### src/rtl/mbsp_pkg.sv
// ----------------------------------------------------------------------------
// MIDI byte stream parser package
// Shared constants, handshake structs and status decode helpers.
// ----------------------------------------------------------------------------
package mbsp_pkg;

  localparam int DEF_SYSEX_DEPTH = 32;

  localparam logic [7:0]  ST_SYSEX  = 8'hF0;
  localparam logic [7:0]  ST_MTC    = 8'hF1;
  localparam logic [7:0]  ST_SPP    = 8'hF2;
  localparam logic [7:0]  ST_SONG   = 8'hF3;
  localparam logic [7:0]  ST_UNDEF4 = 8'hF4;
  localparam logic [7:0]  ST_UNDEF5 = 8'hF5;
  localparam logic [7:0]  ST_EOX    = 8'hF7;
  localparam logic [7:0]  ST_RT_MIN = 8'hF8;
  localparam logic [7:0]  ST_NONE   = 8'h00;
  localparam logic [3:0]  HI_PROG   = 4'hC;
  localparam logic [3:0]  HI_PRESS  = 4'hD;
  localparam logic [3:0]  HI_SYS    = 4'hF;
  localparam logic [15:0] DROP_MAX  = 16'hFFFF;
  localparam logic [4:0]  CHAN_SYS  = 5'd1;

  typedef struct packed {
    logic take;
    logic rd;
    logic push_dump;
  } ctrl_cmd_t;

  typedef struct packed {
    logic skid_full;
    logic dump_start;
    logic dump_last;
  } dp_stat_t;

  function automatic logic [1:0] data_bytes_needed(input logic [7:0] st);
    logic [1:0] n;
    n = 2'd0;
    if (st[7]) begin
      case (st[7:4])
        HI_PROG, HI_PRESS: n = 2'd1;
        HI_SYS: begin
          if (st == ST_MTC || st == ST_SONG) n = 2'd1;
          else if (st == ST_SPP) n = 2'd2;
          else n = 2'd0;
        end
        default: n = 2'd2;
      endcase
    end
    return n;
  endfunction

  function automatic logic [7:0] msg_type_of(input logic [7:0] st);
    logic [7:0] t;
    if (st < ST_SYSEX) t = {st[7:4], 4'h0};
    else t = st;
    return t;
  endfunction

  function automatic logic [4:0] channel_of(input logic [7:0] st);
    logic [4:0] c;
    if (st < ST_SYSEX) c = {1'b0, st[3:0]} + 5'd1;
    else c = CHAN_SYS;
    return c;
  endfunction

endpackage

### src/rtl/mbsp_ram.sv
// ----------------------------------------------------------------------------
// Generic RAM
// One write port, one read port with registered read data.
// ----------------------------------------------------------------------------
module mbsp_ram #(
  parameter int WIDTH = 8,
  parameter int DEPTH = 32,
  localparam int AW = (DEPTH > 1) ? $clog2(DEPTH) : 1
) (
  input  logic             clk,
  input  logic             we,
  input  logic [AW-1:0]    waddr,
  input  logic [WIDTH-1:0] wdata,
  input  logic             re,
  input  logic [AW-1:0]    raddr,
  output logic [WIDTH-1:0] rdata
);

  logic [WIDTH-1:0] mem [DEPTH];

  always_ff @(posedge clk) begin
    if (we) begin
      mem[waddr] <= wdata;
    end
    if (re) begin
      rdata <= mem[raddr];
    end
  end

endmodule

### src/rtl/mbsp_ctrl.sv
// ----------------------------------------------------------------------------
// MIDI parser controller
// Sequences input acceptance and the SysEx dump readout.
// ----------------------------------------------------------------------------
module mbsp_ctrl (
  input  logic                 clk,
  input  logic                 rst,
  input  logic                 in_valid,
  output logic                 in_stall,
  input  mbsp_pkg::dp_stat_t   stat,
  output mbsp_pkg::ctrl_cmd_t  cmd
);

  import mbsp_pkg::*;

  localparam logic [1:0] ST_IDLE  = 2'd0;
  localparam logic [1:0] ST_READ  = 2'd1;
  localparam logic [1:0] ST_WRITE = 2'd2;

  logic [1:0] state;
  logic [1:0] state_next;

  always_comb begin
    in_stall      = (state != ST_IDLE) || stat.skid_full;
    cmd.take      = in_valid && !in_stall;
    cmd.rd        = (state == ST_READ);
    cmd.push_dump = (state == ST_WRITE) && !stat.skid_full;
    state_next    = state;
    unique case (state)
      ST_IDLE: begin
        if (cmd.take && stat.dump_start) state_next = ST_READ;
      end
      ST_READ: begin
        state_next = ST_WRITE;
      end
      ST_WRITE: begin
        if (cmd.push_dump) state_next = stat.dump_last ? ST_IDLE : ST_READ;
      end
      default: begin
        state_next = ST_IDLE;
      end
    endcase
  end

  always_ff @(posedge clk) begin
    if (rst) begin
      state <= ST_IDLE;
    end else begin
      state <= state_next;
    end
  end

endmodule

### src/rtl/mbsp_dp.sv
// ----------------------------------------------------------------------------
// MIDI parser datapath
// Parser state, SysEx buffer, result assembly and two-word output buffer.
// ----------------------------------------------------------------------------
module mbsp_dp #(
  parameter int SYSEX_DEPTH = mbsp_pkg::DEF_SYSEX_DEPTH,
  localparam int IDX_W = (SYSEX_DEPTH > 1) ? $clog2(SYSEX_DEPTH) : 1,
  localparam int LEN_W = $clog2(SYSEX_DEPTH + 1)
) (
  input  logic                 clk,
  input  logic                 rst,
  input  mbsp_pkg::ctrl_cmd_t  cmd,
  output mbsp_pkg::dp_stat_t   stat,
  input  logic [7:0]           rx_byte,
  input  logic                 cfg_we,
  input  logic [2:0]           cfg_data,
  output logic                 out_valid,
  input  logic                 out_stall,
  output logic [7:0]           msg_type,
  output logic [4:0]           channel,
  output logic [6:0]           data1,
  output logic [6:0]           data2,
  output logic [LEN_W-1:0]     sysex_length,
  output logic [IDX_W-1:0]     sysex_index,
  output logic [15:0]          overflow_count,
  output logic [2:0]           source,
  output logic                 last
);

  import mbsp_pkg::*;

  typedef struct packed {
    logic [7:0]       msg_type;
    logic [4:0]       channel;
    logic [6:0]       data1;
    logic [6:0]       data2;
    logic [LEN_W-1:0] sysex_length;
    logic [IDX_W-1:0] sysex_index;
    logic [15:0]      overflow_count;
    logic [2:0]       source;
    logic             last;
  } res_t;

  logic [2:0]       source_id;
  logic [7:0]       running_status, running_status_next;
  logic [7:0]       current_status, current_status_next;
  logic [1:0]       expected_count, expected_count_next;
  logic [1:0]       pending_count, pending_count_next;
  logic [6:0]       pending0, pending0_next;
  logic [6:0]       pending1, pending1_next;
  logic             in_sysex, in_sysex_next;
  logic [LEN_W-1:0] sysex_count, sysex_count_next;
  logic [15:0]      dropped_count, dropped_count_next;
  logic [LEN_W-1:0] dump_len;
  logic [IDX_W-1:0] dump_idx;

  logic             emit;
  logic             dump_start;
  logic             store_we;
  res_t             in_res;
  res_t             dump_res;
  res_t             push_res;
  logic             push;
  logic [6:0]       store_rdata;

  res_t             out_word;
  res_t             skid_word;
  logic             skid_valid;
  logic             out_free;

  logic [7:0]       cs_eff;
  logic [1:0]       ec_eff;
  logic [1:0]       pc_inc;

  mbsp_ram #(
    .WIDTH (7),
    .DEPTH (SYSEX_DEPTH)
  ) u_store (
    .clk   (clk),
    .we    (store_we),
    .waddr (sysex_count[IDX_W-1:0]),
    .wdata (rx_byte[6:0]),
    .re    (cmd.rd),
    .raddr (dump_idx),
    .rdata (store_rdata)
  );

  always_comb begin
    running_status_next = running_status;
    current_status_next = current_status;
    expected_count_next = expected_count;
    pending_count_next  = pending_count;
    pending0_next       = pending0;
    pending1_next       = pending1;
    in_sysex_next       = in_sysex;
    sysex_count_next    = sysex_count;
    dropped_count_next  = dropped_count;
    emit                = 1'b0;
    dump_start          = 1'b0;
    store_we            = 1'b0;
    cs_eff              = current_status;
    ec_eff              = expected_count;
    pc_inc              = (pending_count == 2'd3) ? 2'd3 : pending_count + 2'd1;

    in_res.msg_type       = rx_byte;
    in_res.channel        = CHAN_SYS;
    in_res.data1          = 7'd0;
    in_res.data2          = 7'd0;
    in_res.sysex_length   = '0;
    in_res.sysex_index    = '0;
    in_res.overflow_count = 16'd0;
    in_res.source         = source_id;
    in_res.last           = 1'b1;

    if (rx_byte >= ST_RT_MIN) begin
      emit = 1'b1;
    end else if (in_sysex && rx_byte == ST_EOX) begin
      in_sysex_next    = 1'b0;
      sysex_count_next = '0;
      if (sysex_count == '0) begin
        emit                  = 1'b1;
        in_res.msg_type       = ST_SYSEX;
        in_res.overflow_count = dropped_count;
      end else begin
        dump_start = 1'b1;
      end
    end else if (in_sysex && !rx_byte[7]) begin
      if (sysex_count < LEN_W'(SYSEX_DEPTH)) begin
        store_we         = 1'b1;
        sysex_count_next = sysex_count + LEN_W'(1);
      end else if (dropped_count != DROP_MAX) begin
        dropped_count_next = dropped_count + 16'd1;
      end
    end else begin
      if (in_sysex) begin
        in_sysex_next    = 1'b0;
        sysex_count_next = '0;
      end
      if (rx_byte[7]) begin
        if (rx_byte == ST_SYSEX) begin
          in_sysex_next       = 1'b1;
          sysex_count_next    = '0;
          pending_count_next  = 2'd0;
          running_status_next = ST_NONE;
          current_status_next = ST_NONE;
          expected_count_next = 2'd0;
        end else if (rx_byte == ST_EOX || rx_byte == ST_UNDEF4 || rx_byte == ST_UNDEF5) begin
          pending_count_next  = 2'd0;
          running_status_next = ST_NONE;
          current_status_next = ST_NONE;
          expected_count_next = 2'd0;
        end else begin
          current_status_next = rx_byte;
          pending_count_next  = 2'd0;
          expected_count_next = data_bytes_needed(rx_byte);
          running_status_next = (rx_byte < ST_SYSEX) ? rx_byte : ST_NONE;
          if (data_bytes_needed(rx_byte) == 2'd0) begin
            emit                = 1'b1;
            in_res.msg_type     = msg_type_of(rx_byte);
            in_res.channel      = channel_of(rx_byte);
            current_status_next = ST_NONE;
          end
        end
      end else if (current_status != ST_NONE || running_status != ST_NONE) begin
        if (current_status == ST_NONE) begin
          cs_eff = running_status;
          ec_eff = data_bytes_needed(running_status);
        end
        if (pending_count == 2'd0) pending0_next = rx_byte[6:0];
        if (pending_count == 2'd1) pending1_next = rx_byte[6:0];
        if (pc_inc >= ec_eff) begin
          emit            = 1'b1;
          in_res.msg_type = msg_type_of(cs_eff);
          in_res.channel  = channel_of(cs_eff);
          if (ec_eff >= 2'd1) begin
            in_res.data1 = (pending_count == 2'd0) ? rx_byte[6:0] : pending0;
          end
          if (ec_eff >= 2'd2) begin
            in_res.data2 = (pending_count == 2'd1) ? rx_byte[6:0] : pending1;
          end
          pending_count_next  = 2'd0;
          current_status_next = running_status;
          expected_count_next = data_bytes_needed(running_status);
        end else begin
          current_status_next = cs_eff;
          expected_count_next = ec_eff;
          pending_count_next  = pc_inc;
        end
      end
    end

    store_we = store_we && cmd.take;
  end

  always_comb begin
    dump_res.msg_type       = ST_SYSEX;
    dump_res.channel        = CHAN_SYS;
    dump_res.data1          = store_rdata;
    dump_res.data2          = 7'd0;
    dump_res.sysex_length   = dump_len;
    dump_res.sysex_index    = dump_idx;
    dump_res.overflow_count = dropped_count;
    dump_res.source         = source_id;
    dump_res.last           = stat.dump_last;
    push     = (cmd.take && emit) || cmd.push_dump;
    push_res = cmd.push_dump ? dump_res : in_res;
    out_free = !out_valid || !out_stall;
  end

  assign stat.skid_full  = skid_valid;
  assign stat.dump_start = dump_start;
  assign stat.dump_last  = (LEN_W'(dump_idx) + LEN_W'(1)) == dump_len;

  always_ff @(posedge clk) begin
    if (rst) begin
      source_id      <= 3'd0;
      running_status <= ST_NONE;
      current_status <= ST_NONE;
      expected_count <= 2'd0;
      pending_count  <= 2'd0;
      pending0       <= 7'd0;
      pending1       <= 7'd0;
      in_sysex       <= 1'b0;
      sysex_count    <= '0;
      dropped_count  <= 16'd0;
      dump_len       <= '0;
      dump_idx       <= '0;
      out_valid      <= 1'b0;
      skid_valid     <= 1'b0;
    end else begin
      if (cfg_we) begin
        source_id <= cfg_data;
      end
      if (cmd.take) begin
        running_status <= running_status_next;
        current_status <= current_status_next;
        expected_count <= expected_count_next;
        pending_count  <= pending_count_next;
        pending0       <= pending0_next;
        pending1       <= pending1_next;
        in_sysex       <= in_sysex_next;
        sysex_count    <= sysex_count_next;
        dropped_count  <= dropped_count_next;
        if (dump_start) begin
          dump_len <= sysex_count;
          dump_idx <= '0;
        end
      end
      if (cmd.push_dump) begin
        dump_idx <= dump_idx + IDX_W'(1);
      end
      if (out_free) begin
        if (skid_valid) begin
          out_valid  <= 1'b1;
          skid_valid <= push;
        end else begin
          out_valid  <= push;
        end
      end else if (push) begin
        skid_valid <= 1'b1;
      end
    end
  end

  always_ff @(posedge clk) begin
    if (out_free) begin
      if (skid_valid) begin
        out_word  <= skid_word;
        skid_word <= push_res;
      end else begin
        out_word  <= push_res;
      end
    end else if (push) begin
      skid_word <= push_res;
    end
  end

  assign msg_type       = out_word.msg_type;
  assign channel        = out_word.channel;
  assign data1          = out_word.data1;
  assign data2          = out_word.data2;
  assign sysex_length   = out_word.sysex_length;
  assign sysex_index    = out_word.sysex_index;
  assign overflow_count = out_word.overflow_count;
  assign source         = out_word.source;
  assign last           = out_word.last;

endmodule

### src/rtl/midi_byte_stream_parser_unit.sv
// ----------------------------------------------------------------------------
// MIDI byte stream parser unit
// Running-status MIDI parser with real-time pass-through and SysEx buffering.
//
//   channel   handshake             word
//   input     in_valid / in_stall   rx_byte
//   output    out_valid / out_stall msg_type .. last, one result per word
//   config    cfg_valid / cfg_ready cfg_data (source_id)
//
// An ordinary byte yields at most one word.
// A closing F7 of n stored bytes streams n words, each by a store read and
// then a buffer write; input is held off until the last word is written.
// Synchronous reset clears all parser state; the store needs no clearing pass.
// A two-word output buffer lets one byte in while a word waits under stall.
// ----------------------------------------------------------------------------
module midi_byte_stream_parser_unit #(
  parameter int SYSEX_DEPTH = mbsp_pkg::DEF_SYSEX_DEPTH,
  localparam int IDX_W = (SYSEX_DEPTH > 1) ? $clog2(SYSEX_DEPTH) : 1,
  localparam int LEN_W = $clog2(SYSEX_DEPTH + 1)
) (
  input  logic             clk,
  input  logic             rst,
  input  logic             in_valid,
  output logic             in_stall,
  input  logic [7:0]       rx_byte,
  output logic             out_valid,
  input  logic             out_stall,
  output logic [7:0]       msg_type,
  output logic [4:0]       channel,
  output logic [6:0]       data1,
  output logic [6:0]       data2,
  output logic [LEN_W-1:0] sysex_length,
  output logic [IDX_W-1:0] sysex_index,
  output logic [15:0]      overflow_count,
  output logic [2:0]       source,
  output logic             last,
  input  logic             cfg_valid,
  output logic             cfg_ready,
  input  logic [2:0]       cfg_data
);

  import mbsp_pkg::*;

  ctrl_cmd_t cmd;
  dp_stat_t  stat;

  assign cfg_ready = 1'b1;

  mbsp_ctrl u_ctrl (
    .clk      (clk),
    .rst      (rst),
    .in_valid (in_valid),
    .in_stall (in_stall),
    .stat     (stat),
    .cmd      (cmd)
  );

  mbsp_dp #(
    .SYSEX_DEPTH (SYSEX_DEPTH)
  ) u_dp (
    .clk            (clk),
    .rst            (rst),
    .cmd            (cmd),
    .stat           (stat),
    .rx_byte        (rx_byte),
    .cfg_we         (cfg_valid && cfg_ready),
    .cfg_data       (cfg_data),
    .out_valid      (out_valid),
    .out_stall      (out_stall),
    .msg_type       (msg_type),
    .channel        (channel),
    .data1          (data1),
    .data2          (data2),
    .sysex_length   (sysex_length),
    .sysex_index    (sysex_index),
    .overflow_count (overflow_count),
    .source         (source),
    .last           (last)
  );

endmodule

### config.mk
export PLATFORM = sky130hd
export DESIGN_NAME = midi_byte_stream_parser_unit
export DESIGN_NICKNAME = d
export VERILOG_FILES = /design/src/rtl/mbsp_pkg.sv /design/src/rtl/mbsp_ram.sv /design/src/rtl/mbsp_ctrl.sv /design/src/rtl/mbsp_dp.sv /design/src/rtl/midi_byte_stream_parser_unit.sv
export SDC_FILE = /design/constraint.sdc
export NUM_CORES = 1
export LEC_CHECK = 0
export BUFFER_PORTS_ARGS = -buffer_cell sky130_fd_sc_hd__buf_2
export CAP_MARGIN = 40
export CORE_ASPECT_RATIO = 1.25
export CORE_MARGIN = 1.5
export CORE_UTILIZATION = 45
export DETAILED_ROUTE_END_ITERATION = 6
export HOLD_SLACK_MARGIN = 0.15
export SYNTH_ARGS = -nofsm -noshare
export SYNTH_HDL_FRONTEND = slang
export SYNTH_SLANG_ARGS = --single-unit
### constraint.sdc
create_clock -name clk -period 6.5 [get_ports clk]
set_input_delay 1.95 -clock clk [delete_from_list [all_inputs] [get_ports clk]]
set_output_delay 1.95 -clock clk [all_outputs]
set_load 0.01 [all_outputs]
Word-level counts from Yosys, hierarchy flattened

Memories as Yosys holds them, arrays and structs flattened. A register that Yosys moved wholly into a read port is not among the register bits.
Index checks and enable logic that the tools add are counted.
Widths: inputs -> output; s select.

Register bits after elaboration: 191
Bits in latches: 0
RAM bits: 224
Memory bits (read-only): 0
Input port bits: 16
Output and inout port bits: 61
Word-level logic and storage cells: 235
Memories kept: 1

Memory list:

| memory           | words | width | rd ports | clocked after memory_dff | wr ports | RTL line       | source |
|---|---|---|---|---|---|---|---|
| u_dp.u_store.mem | 32    | 7     | 1        | 1                        | 1        | mbsp_ram.sv:19 | `logic [WIDTH-1:0] mem [DEPTH];` |

Add/subtract/negate cells: 7
Multipliers: 0
Divide/modulo/power cells: 0
Magnitude comparators: 7
Equal/unequal tests: 27
Shift operators: 0
Mux-type cells: 111
Bitwise operators: 5
Reductions and logical operators: 44

Operator list:

| cell                  | number |
|---|---|
| $mux 58               | 5 |
| $mux 8                | 17 |
| $mux 27               | 4 |
| $eq 8x8->1 const B    | 10 |
| $mux 2                | 28 |
| $mux 16               | 3 |
| $mux 6                | 6 |
| $mux 1                | 28 |
| $mux 7                | 4 |
| $mux 9                | 3 |
| $mux 5                | 5 |
| $eq 4x4->1 const B    | 6 |
| $mux 19               | 1 |
| $add 16x1->16 const B | 1 |
| $lt 8x8->1 const B    | 2 |
| $ne 16x16->1 const B  | 1 |
| $reduce_bool 8->1     | 2 |
| $mux 14               | 1 |
| $mux 13               | 1 |
| $reduce_and 6->1      | 2 |
| $add 4x1->5 const B   | 2 |
| $reduce_and 5->1      | 2 |
| $reduce_bool 2->1     | 5 |
| $ge 8x8->1 const B    | 1 |
| 26 further kinds      | 61 |

Logic depth before layout (Yosys ltp)

Gate-level depths: netlist of run 1.

Depth in word-level cells: 22
Depth in mapped cells: 13
Depth with buffers taken out: 11

Cells and area by module

A second synthesis of run 1 with hierarchy kept.

Cells, all modules: 1214
Area, all modules: 18102.4 um2

By module, submodules not included:

| module                       | instances | cells an instance | area each (um2) | seq. area each (um2) |
|---|---|---|---|---|
| mbsp_dp                      | 1         | 828               | 9034.9          | 4944.7 |
| mbsp_ram                     | 1         | 370               | 8903.5          | 6936.7 |
| mbsp_ctrl                    | 1         | 14                | 152.6           | 40.0 |
| midi_byte_stream_parser_unit | 1         | 2                 | 11.3            | 0.0 |

Least setup slack after synthesis of run 1

OpenSTA, ideal clock, no wires.

Path type: input-to-reg
From: in rx_byte[0]
To: reg u_dp.skid_word[0] (netlist bit), enable pin
Library setup time: 510 ps
Arrival time: 6129 ps
Data required time: 5990 ps
Path slack: -139 ps
Stages: 9
Path buffers: 1
Cells stage by stage: clkbuf_1 > inv_1 > ha_1 > nor3_1 > o311ai_0 > a21oi_1 > o21ai_0 > and2_1 > a31oi_1

Longest elaborated chain between the ends: 22

Ends and longest elaborated chain:

| what                                              | RTL line                           | source |
|---|---|---|
| start, declared                                   | midi_byte_stream_parser_unit.sv:25 | `input logic [7:0] rx_byte,` |
| $eq 8x8->1, on equally long branches              | mbsp_pkg.sv:44, mbsp_pkg.sv:43     |  |
| $mux 2 / $logic_or 1x1->1 (equally long branches) | mbsp_pkg.sv:44, mbsp_pkg.sv:43     |  |
| $mux 2                                            | mbsp_pkg.sv:43                     | `if (st == ST_MTC \|\| st == ST_SONG) n = 2'd1;` |
| $pmux 2 s2                                        | mbsp_pkg.sv:40                     | `case (st[7:4])` |
| $mux 2                                            | mbsp_dp.sv:147                     | `end else if (rx_byte == ST_EOX \|\| rx_byte == ST_UNDEF4 \|\| rx_byte == ST_UNDEF5) begin` |
| $mux 2                                            | mbsp_dp.sv:140                     | `if (rx_byte == ST_SYSEX) begin` |
| $mux 2                                            | mbsp_dp.sv:139                     | `if (rx_byte[7]) begin` |
| $mux 2                                            | mbsp_dp.sv:127                     | `end else if (in_sysex && !rx_byte[7]) begin` |
| (+6 left out)                                     | n/a                                |  |
| $mux 1                                            | mbsp_dp.sv:139                     |  |
| $mux 1                                            | mbsp_dp.sv:127                     |  |
| $mux 1                                            | mbsp_dp.sv:117                     | `end else if (in_sysex && rx_byte == ST_EOX) begin` |
| $mux 1 *                                          | mbsp_dp.sv:115                     | `if (rx_byte >= ST_RT_MIN) begin` |
| $logic_and 1x1->1 *                               | mbsp_dp.sv:205                     | `push = (cmd.take && emit) \|\| cmd.push_dump;` |
| $logic_or 1x1->1 *                                | mbsp_dp.sv:205                     |  |
| $reduce_bool 2->1 (no source line) *              | n/a                                |  |
| $reduce_and 2->1 (no source line) *               | n/a                                |  |
| end signal, assigned                              | mbsp_dp.sv:269                     | `skid_word <= push_res;` |
| end signal, assigned                              | mbsp_dp.sv:274                     | `skid_word <= push_res;` |
| end, declared                                     | mbsp_dp.sv:67                      | `res_t skid_word;` |

Every way passes the cells marked *; elsewhere a longest branch is shown, timed or not. The select of a mux whose other input is x is not followed.
A chain may end at the register's enable or synchronous reset.

Final worst setup path of run 1

From: in rx_byte[5]
To: reg u_dp.skid_word[27] (netlist bit), enable pin

Same word-level chain as after synthesis.

==> results of run 1 <==
-- per-stage QoR --
stage | power [uW] | util
6_report | 5680 | 0.512
5_1_grt | 5860 | 0.512
4_1_cts | 5730 | 0.512
3_5_place_dp | 3370 | 0.478
3_3_place_gp | 3360 | 0.477
2_1_floorplan | 3250 | -
-- Yosys cell counts, types with 5 or more instances --
cell type / count
edfxtp_1: 347
nor2_1: 113
nand2_1: 91
dfxtp_1: 75
mux4_2: 70
a21oi_1: 56
clkbuf_1: 45
mux2_2: 36
nand3_1: 27
nor3_1: 26
o21ai_0: 26
mux2i_1: 25
buf_2: 21
and2_1: 20
o31ai_1: 17
and3_1: 16
xor2_1: 15
a21o_1: 14
a211oi_1: 13
ha_1: 13
inv_1: 13
a31oi_1: 12
nand4_1: 11
xnor2_1: 10
or3_1: 9
nor2b_1: 8
a22o_1: 7
nand2b_1: 5
-- kinds of logic (layout without fill, tap and decap cells) --
group,after synthesis,after routing,synth area share
flops,422,422,0.673
buf+inv,86,188,0.0206
simple gates,348,348,0.0939
fa+ha+maj,13,13,0.00919
other cells,1,1,0.000212
xor+xnor,25,25,0.0124
mux,131,131,0.126
compound gates,171,171,0.0644
-- worst max-delay path: stages --
cell       delay (ns)
buf_2            0.33
nand4_1          0.51
a2111oi_0        0.95
nor3_1           0.09
o21ai_0          0.16
and2_1           0.25
a31oi_4          0.09
buf_4            0.37
-- cell type report --
cell class / instances / area (um^2) / share of cell area
Tap cell: 498 / 623 / 0.0313
Sequential cell: 422 / 11900 / 0.598
Inverter: 14 / 52.6 / 0.00264
Timing Repair Buffer: 98 / 566 / 0.0284
Clock inverter: 24 / 203 / 0.0102
Clock buffer: 52 / 1130 / 0.0567
Multi-Input combinational cell: 689 / 5440 / 0.273
-- sequential cells by signal (all words and copies together), names as in the netlist, 7 cells and up --
name                 flops
u_dp.pending0            7
u_dp.pending1            7
u_dp.overflow_count     16
u_dp.msg_type            8
u_dp.data2               7
u_dp.u_store.rdata       7
u_dp.running_status      8
u_dp.skid_word          58
u_dp.current_status      8
u_dp.u_store.mem       224
u_dp.dropped_count      16
u_dp.data1               7
-- worst paths after layout --
kind,from,end,slack (ns),cells after the start
worst min-delay path,u_dp.pending_count[0],u_dp.pending_count[0],0.47,2
worst max register to register,u_dp.running_status[0],u_dp.data1[2],2.68,11
worst min register to register,u_dp.pending_count[0],u_dp.pending_count[0],0.47,2
worst max-delay path,rx_byte[5],u_dp.skid_word[27],1.98,8
-- metal layers --
layer / share of wire / wire, um / vias to the layer above
li1: - / - / 4743
met1: 0.43 / 16800 / 5121
met2: 0.49 / 19100 / 328
met3: 0.061 / 2420 / 66
met4: 0.025 / 1000 / 4
met5: 0.00056 / 22 / -
-- power by group --
part	internal [uW]	total [uW]	leakage, uW	switching [uW]
Clock	1360	2360	0.000653	1010
Combinational	93.4	295	0.00222	202
Sequential	2990	3020	0.00388	30.8
==> reports/qor.yml, run 1 <==
p_per_area_nw_per_um2: 285
worstPathRequired_ns: 6.71
hold_path_class: "reg2reg"
initial_utilization: 0.455
dieHeight_um: 225
power_leakage_uw: 0.00676
yosys.area.top_type: "edfxtp_1"
tritoncts: "yes"
yosys.cell_types.count: 65
rsz0062_at_grt: "no"
synth_area_um2: 17700
ctsResizeCount: 0
diodes: 0
grt.busiest_layer: "met2"
finalNonFillerCells: 1797
endpoint_kind: "flop"
htreeDepth: 2
die_w_um: 180
clock_skew_ns: 0.00847
synth_ff_type: "edfxtp_1"
area_growth_pct: 12.6
hold_slack_ns: 0.473
period_share: 0.695
grt_overflow: 0
grt_pass1_wl_um: 61000
min_period_ns: 4.52
cts-root-buf: "clkbuf_16"
setup_slack_ns: 1.98
gp_congestion: 0.812
grt_use_met3: 0.0358
rows: 81
numClockSinks: 422
place_ws_ns: 1.40
detail-route-antenna-nets: 0
crit_path_start_kind: "input pin"
status: "finished with violations"
synthCells: 1197
maxCapViolations: 0
critical_path_class: "in2reg"
violations: "DRC"
cts_hold_buf: 0
final_common_cell: "edfxtp_1"
worst_pin_slew_ns: 0.920
finalSetupViolCount: 0
hpwl_um: 26100
drt_first_pass_iters: 7
fmax_ghz: 0.221
tns_ns: 0
async_reset_ff_frac: 0
peakVddDrop_mv: 0.225
synth.top_cell.area_share: 0.589
synth_edf_count: 347
synth_warnings: 0
grt_pass1_vias: 10100
syn-mean-instance-area_um2: 14.8
post-route-drc-count: 15
ios: 77
dp_cells: 1721
synth-seq-cells: 422
layout_common_cells: "edfxtp_1, nor2_1, nand2_1, buf_2, dfxtp_1"
grt_usage: 0.197
yosys-top-cells-area: "edfxtp_1, mux4_2, dfxtp_1"
die_area_um2: 40500
dpl-instance-area_um2: 18600
synth_seq_area_share: 0.673
clkTransAtPathRegs_ns: 0.06
clk_path_buf_depth: 3
post-cts-setup-buffers: 0
clock_latency_ns: 0.55
arrival_ns: 4.72
fill_cells: 3260
post_drt_wl_per_cell_um: 21.9
hold_viol: 0
vias: 10300
stdcell_area_um2: 19900
synth_nets: 1226
max-slew-margin-rel: 0.371
wl_um: 39300
met1_usage: 0.266
met2_usage: 0.328
grt_max_degree: 61
layout-drive-gt1-share: 0.222
cts_buffers: 42
cp_max_fo: 58
layout.nets: 1296
viasPerCell: 5.71
portBuffers: 75
antenna_found_initial: 2
core_um2: 38900
drt_iter0_markers: 921
slew_viol_final: 0
Power figures use the tool's default switching activity.
==> run 2: changes to the inputs <==
- ABC_AREA: unset -> 1
- clock period: 6.5 -> 3.84 ns (I/O delays scaled with it)
==> reports/qor.yml, run 2 <==
synth_seq_area_share: 0.652  # was 0.673
synth.top_cell.area_share: 0.570  # was 0.589
crit_path_start_kind: "flop"  # was input pin
drt_first_pass_iters: 5  # was 7
switching_share: 0.239  # was 0.219
hold_viol: 0  # unchanged
layout_common_cells: "edfxtp_1, nand2_1, nor2_1, o21ai_0, inv_1"  # was edfxtp_1, nor2_1, nand2_1, buf_2, dfxtp_1
whs_path_depth: 2  # unchanged
top_regs: "u_dp.u_store.mem (224), u_dp.skid_word (58)"  # unchanged
gp_congestion: 0.866  # was 0.812
yosysMostFrequentCell: "edfxtp_1"  # unchanged
synth_ff_type: "edfxtp_1"  # unchanged
seq_power_share: 0.514  # was 0.532
hold_end: "u_dp.pending1[0]"  # was u_dp.pending_count[0]
fill_cells: 3619  # was 3,260
maxCapViolations: 0  # unchanged
reg2reg_to: "u_dp.msg_type[3]"  # was u_dp.data1[2]
critical_path_class: "reg2reg"  # was in2reg
drt_iter0_markers: 1033  # was 921
cts-root-buf: "clkbuf_16"  # unchanged
htreeDepth: 2  # unchanged
ctsResizeCount: 0  # unchanged
finalSetupViolCount: 0  # unchanged
grt_pass1_vias: 12600  # was 10,100
rows: 82  # was 81
yosys.area.top_type: "edfxtp_1"  # unchanged
worst_pin_slew_ns: 0.722  # was 0.920 ns
core_um2: 40100  # was 38,900 um^2
clock_latency_ns: 0.56  # was 0.55 ns
grt_usage: 0.218  # was 0.197
peakVddDrop_mv: 0.361  # was 0.225 mV
synthTopCellsByCount: "edfxtp_1, nand2_1, nor2_1"  # was edfxtp_1, nor2_1, nand2_1
final_common_cell: "edfxtp_1"  # unchanged
p_per_area_nw_per_um2: 483  # was 285 nW/um^2
diodes: 0  # unchanged
rsz0062_at_grt: "no"  # unchanged
r2r_cells: 16  # was 11
grt_max_degree: 59  # was 61
power_leakage_uw: 0.00774  # was 0.00676 uW
synth_edf_count: 347  # unchanged
initial_utilization: 0.456  # was 0.455
synthCells: 1747  # was 1,197
power.switching_uw: 2400  # was 1240 uW
max-slew-margin-rel: 0.519  # was 0.371
syn-mean-instance-area_um2: 10.5  # was 14.8 um^2
final_core_utilization: 0.518  # was 0.512
tns_ns: 0  # unchanged
largest_reg_flops: 224  # unchanged
min_from: "u_dp.pending1[0]"  # was u_dp.pending_count[0]
synth_warnings: 0  # unchanged
synth-seq-cells: 422  # unchanged
hpwl_um: 30500  # was 26,100 um
post_drt_wl_per_cell_um: 18.8  # was 21.9 um
period_share: 0.800
hold_path_class: "reg2reg"  # unchanged
synth_area_um2: 18300  # was 17,700 um^2
ios: 77  # unchanged
yosys-top-cells-area: "edfxtp_1, dfxtp_1, nand2_1"  # was edfxtp_1, mux4_2, dfxtp_1
r2r_setup_slack_ns: 0.77  # was 2.68 ns
die_area_um2: 41900  # was 40,500 um^2
cts_buffers: 43  # was 42
endpoint_kind: "flop"  # unchanged
area_growth_pct: 13.7  # was 12.6%
pwr-share-clk: 0.405  # was 0.416
portBuffers: 75  # unchanged
layout.nets: 1869  # was 1,296
r2r-start: "u_dp.current_status[1]"  # was u_dp.running_status[0]
clkTransAtPathRegs_ns: 0.07  # was 0.06 ns
grt_overflow: 0  # unchanged
slew_viol_final: 0  # unchanged
vias: 12900  # was 10,300
tritoncts: "yes"  # unchanged
cp_max_fo: 18  # was 58
die_w_um: 183  # was 180 um
viasPerCell: 5.31  # was 5.71
crit_start: "u_dp.current_status[1]"  # was rx_byte[5]
min_period_ns: 3.07
wl_um: 45600  # was 39,300 um
synth_nets: 1776  # was 1,226
clock_skew_ns: 0.0239  # was 0.00847 ns
status: "finished, final reports clean"  # was finished with violations
fmax_ghz: 0.326
p_comb_frac: 0.081  # was 0.052
regMostFlops: "u_dp.u_store.mem"  # unchanged
numClockSinks: 422  # unchanged
antenna_found_initial: 2  # unchanged
worstPathRequired_ns: 4.27  # was 6.71 ns
post-route-drc-count: 0  # was 15
async_reset_ff_frac: 0  # unchanged
grt_pass1_wl_um: 70700  # was 61,000 um
clk_path_buf_depth: 3  # unchanged
detail-route-antenna-nets: 0  # unchanged
arrival_ns: 3.50  # was 4.72 ns
yosys.cell_types.count: 47  # was 65
cts_hold_buf: 0  # unchanged
dieHeight_um: 228  # was 225 um
post-cts-setup-buffers: 0  # unchanged
intPower_uw: 7640  # was 4440 uW
layout-drive-gt1-share: 0.145  # was 0.222
run 2: cell count changes after synthesis, sizes merged, moves of 25 or more:
cell   previous run  this run
o21ai            27       187
mux2i            25         0
o22ai             0        59
a21oi            56        87
nor2            114       271
mux2             36         0
inv              13       115
mux4             70         0
nand3            27        52
nand2            92       354
run 2: logic make-up (layout without fill, tap and decap cells):
logic type | Yosys count | after routing | synth area share
fa+ha+maj | 13 | 13 | 0.00889
compound gates | 376 | 376 | 0.116
other cells | 1 | 1 | 0.000205
buf+inv | 204 | 331 | 0.0471
xor+xnor | 17 | 17 | 0.00814
simple gates | 714 | 714 | 0.168
flops | 422 | 422 | 0.652
run 2: worst max-delay path, cell delays in order (launching register included):
cell     delay (ns)
dfxtp_1        0.33
nor2_1         0.13
nand2_1        0.10
nor2_4         0.27
o21ai_1        0.24
ha_1           0.33
o21ai_0        0.07
nand2_1        0.12
buf_4          0.25
nand2_1        0.10
inv_2          0.15
nand2_2        0.10
inv_2          0.17
nand2_1        0.07
o22ai_1        0.26
nand3_1        0.13
nand2_1        0.10
run 2: area by class of cell:
type | count | area (um^2) | area share
multi-input cells | 1121 | 5520 | 0.265
clock buffers | 51 | 1150 | 0.0553
flip-flops and latches | 422 | 11900 | 0.574
repair buffers | 136 | 866 | 0.0417
inverters | 116 | 437 | 0.0210
well taps | 546 | 683 | 0.0329
clock inverters | 28 | 211 | 0.0102
run 2: power groups by stage:
stage	logic, uW	clock network, uW	registers [uW]
CTS	815	4130	5160
finish	813	4060	5160
floorplan	467	0	5300
global route	906	4300	5170
detailed placement	812	0	5260
global placement	806	0	5260
run 2: metal layers:
metal  up-vias  track usage  wire length (um)
met5         -            0                26
met4         4       0.0817              1500
met3        97       0.0341              2560
met2       399        0.367             22000
met1      6137        0.284             19500
li1       6224            -                 -
run 2: stage by stage:
stage | instances | setup WS, ns | cell area [um^2] | power, uW | hold WS [ns]
global route | 2420 | 0.483 | 20800 | 10400 | 0.472
global placement | 2340 | 0.507 | 19400 | 6070 | 0.440
CTS | 2420 | 0.786 | 20800 | 10100 | 0.458
finish | 2420 | 0.768 | 20800 | 10000 | 0.453
floorplan | 1747 | 0.409 | 18300 | 5770 | 0.425
detailed placement | 2341 | 0.403 | 19400 | 6070 | 0.445
run 2: worst max-delay path by stage:
stage	slack [ns]	endpoint	cells past startpoint
floorplan	0.41	u_dp.skid_word[0]	13
global placement	0.51	u_dp.u_store.mem[21][3]	9
detailed placement	0.40	u_dp.u_store.mem[23][2]	9
CTS	0.79	u_dp.msg_type[3]	16
global route	0.48	u_dp.msg_type[3]	18
finish	0.77	u_dp.msg_type[3]	16
==> run 3: changes to the inputs <==
- ABC_AREA: 1 -> 0
- clock period: 3.84 -> 2.55 ns (I/O delays scaled with it)
==> reports/qor.yml, run 3 (synthesis gave the netlist of run 1 again) <==
antenna_found_initial: 2  # unchanged
power.switching_uw: 3370  # was 2400 uW
grt_max_degree: 47  # was 59
r2r_setup_slack_ns: -0.32  # was 0.77 ns
cts_buffers: 44  # was 43
final_core_utilization: 0.575  # was 0.518
power_leakage_uw: 0.00788  # was 0.00774 uW
largest_reg_flops: 224  # unchanged
grt_use_met3: 0.0296  # was 0.0341
die_w_um: 180  # was 183 um
crit_path_start_kind: "flop"  # unchanged
maxCapViolations: 0  # unchanged
reg2reg_to: "u_dp.msg_type[2]"  # was u_dp.msg_type[3]
min_period_ns: 2.87  # was 3.07 ns
hold_end: "u_dp.source_id[2]"  # was u_dp.pending1[0]
htreeDepth: 2  # unchanged
met1_usage: 0.259  # was 0.284
clk_path_buf_depth: 3  # unchanged
endpoint_kind: "flop"  # unchanged
tritoncts: "yes"  # unchanged
numClockSinks: 422  # unchanged
slew_viol_final: 0  # unchanged
drt_iter0_markers: 775  # was 1,033
max-slew-margin-rel: 0.515  # was 0.519
p_per_area_nw_per_um2: 688  # was 483 nW/um^2
regMostFlops: "u_dp.u_store.mem"  # unchanged
grt_pass1_wl_um: 63600  # was 70,700 um
multi_input_comb_area_um2: 6250  # was 5520 um^2
clock_latency_ns: 0.56  # about the same
post-route-drc-count: 11  # was 0
pwr-share-clk: 0.421  # was 0.405
grt.busiest_layer: "met2"  # unchanged
dpl-instance-area_um2: 20000  # was 19,400 um^2
dieHeight_um: 225  # was 228 um
diodes: 0  # unchanged
intPower_uw: 12000  # was 7640 uW
layout-drive-gt1-share: 0.373  # was 0.145
whs_path_depth: 3  # was 2
rows: 81  # was 82
switching_share: 0.219  # was 0.239
cts_hold_buf: 0  # unchanged
grt_pass1_vias: 10900  # was 12,600
setup_slack_ns: -0.320  # was 0.768 ns
p_comb_frac: 0.081  # about the same
fmax_ghz: 0.348  # was 0.326 GHz
grt_overflow: 0  # unchanged
wl_um: 42000  # was 45,600 um
initial_utilization: 0.455  # was 0.456
violations: "DRC, setup timing"
clock_skew_ns: 0.0205  # was 0.0239 ns
arrival_ns: 3.16  # was 3.50 ns
finalSetupViolCount: 110  # was 0
viasPerCell: 5.53  # was 5.31
status: "finished with violations"  # was finished, final reports clean
portBuffers: 75  # unchanged
top_regs: "u_dp.u_store.mem (224), u_dp.skid_word (58)"  # unchanged
seq_area_um2: 11900  # about the same
die_area_um2: 40500  # was 41,900 um^2
clkTransAtPathRegs_ns: 0.06  # was 0.07 ns
peakVddDrop_mv: 0.548  # was 0.361 mV
area_growth_pct: 26.4  # was 13.7%
hold_viol: 0  # unchanged
worstPathRequired_ns: 2.84  # was 4.27 ns
period_share: 1.13  # was 0.800
vias: 10800  # was 12,900
finalNonFillerCells: 1951  # was 2,420
layout_common_cells: "edfxtp_1, buf_4, nand2_1, buf_2"  # was edfxtp_1, nand2_1, nor2_1, o21ai_0, inv_1
fill_cells: 3078  # was 3,619
core_um2: 38900  # was 40,100 um^2
hold_slack_ns: 0.458  # was 0.453 ns
detail-route-antenna-nets: 0  # unchanged
hpwl_um: 28300  # was 30,500 um
critical_path_class: "reg2reg"  # unchanged
drt_first_pass_iters: 7  # was 5
ios: 77  # unchanged
layout.nets: 1447  # was 1,869
seq_power_share: 0.499  # was 0.514
final_common_cell: "edfxtp_1"  # unchanged
dp_cells: 1834  # was 2,341
cp_max_fo: 5  # was 18
worst_pin_slew_ns: 0.727  # was 0.722 ns
gp_congestion: 0.873  # was 0.866
stdcell_area_um2: 22400  # was 20,800 um^2
r2r-start: "u_dp.running_status[0]"  # was u_dp.current_status[1]
r2r_cells: 12  # was 16
cts-root-buf: "clkbuf_16"  # unchanged
post_drt_wl_per_cell_um: 21.5  # was 18.8 um
hold_path_class: "in2reg"  # was reg2reg
rsz0062_at_grt: "yes"  # was no
grt_usage: 0.207  # was 0.218
met2_usage: 0.365  # was 0.367
min_from: "cfg_data[2]"  # was u_dp.pending1[0]
-- run 3: cell types whose count changed in the layout (fill, tap and decap cells not counted), moves of 59 or more --
cell     before  now
o21ai_0     169   17
mux4_2        0   70
inv_1       104   13
nor2_1      248   70
o22ai_1      59    0
buf_4        59  135
nand2_1     343   83
-- run 3: per-stage QoR --
stage	total power, uW	TNS (ns)	worst slack, ns
2_1_floorplan	8310	-106.43	-0.896
3_3_place_gp	8780	-88.55	-0.396
3_5_place_dp	8800	-93.34	-0.399
4_1_cts	15400	-26.47	-0.328
5_1_grt	15900	-38.20	-0.428
6_report	15400	-26.54	-0.320
-- run 3: repair_timing --
action,4_1_cts,5_1_grt
pin swaps,25,29
buffers inserted,25,6
setup endpoints to repair,111,138
hold endpoints to repair,0,0
gates resized for setup,52,69
cloned,4,6
-- run 3: worst max path at each step --
stage	slack (ns)	cells past startpoint	start	end
final	-0.32	12	u_dp.running_status[0]	u_dp.msg_type[2]
after global routing	-0.43	15	u_dp.running_status[0]	u_dp.msg_type[1]
after detailed placement	-0.40	10	rx_byte[0]	u_dp.skid_word[27]
after global placement	-0.40	10	rx_byte[0]	u_dp.skid_word[33]
after CTS	-0.33	12	u_dp.running_status[0]	u_dp.skid_word[34]
after floorplan	-0.90	10	u_dp.running_status[0]	u_dp.skid_word[0]
-- run 3: power by group through the flow --
stage	logic, uW	registers (uW)	clock network (uW)
6_report	1240	7680	6480
5_1_grt	1330	7690	6840
4_1_cts	1130	7680	6600
3_5_place_dp	974	7820	0
3_3_place_gp	958	7820	0
2_1_floorplan	437	7880	0
-- run 3: worst max-delay path, cell delays in order (launching register included) --
cell	delay (ns)
dfxtp_2	0.32
or3_4	0.38
o21ai_2	0.15
a31oi_2	0.10
o21a_1	0.23
ha_4	0.30
a21oi_4	0.06
a2111o_1	0.35
buf_6	0.17
buf_6	0.12
nand3_4	0.07
o41ai_4	0.08
mux2_4	0.27
-- run 3: area by class of cell --
class | instances | share of cell area
Sequential cell | 422 | 0.533
Multi-Input combinational cell | 690 | 0.279
Timing Repair Buffer | 246 | 0.0911
Clock buffer | 57 | 0.0555
Tap cell | 498 | 0.0278
Clock inverter | 24 | 0.0108
Inverter | 14 | 0.00235
-- run 3: metal layers --
layer  vias to the layer above  wire length [um]  part of all wire
li1                       5045                 -                 -
met1                      5361             17200              0.41
met2                       294             21300              0.51
met3                        87              2020             0.048
met4                         2              1420             0.034
met5                         -                13           0.00031
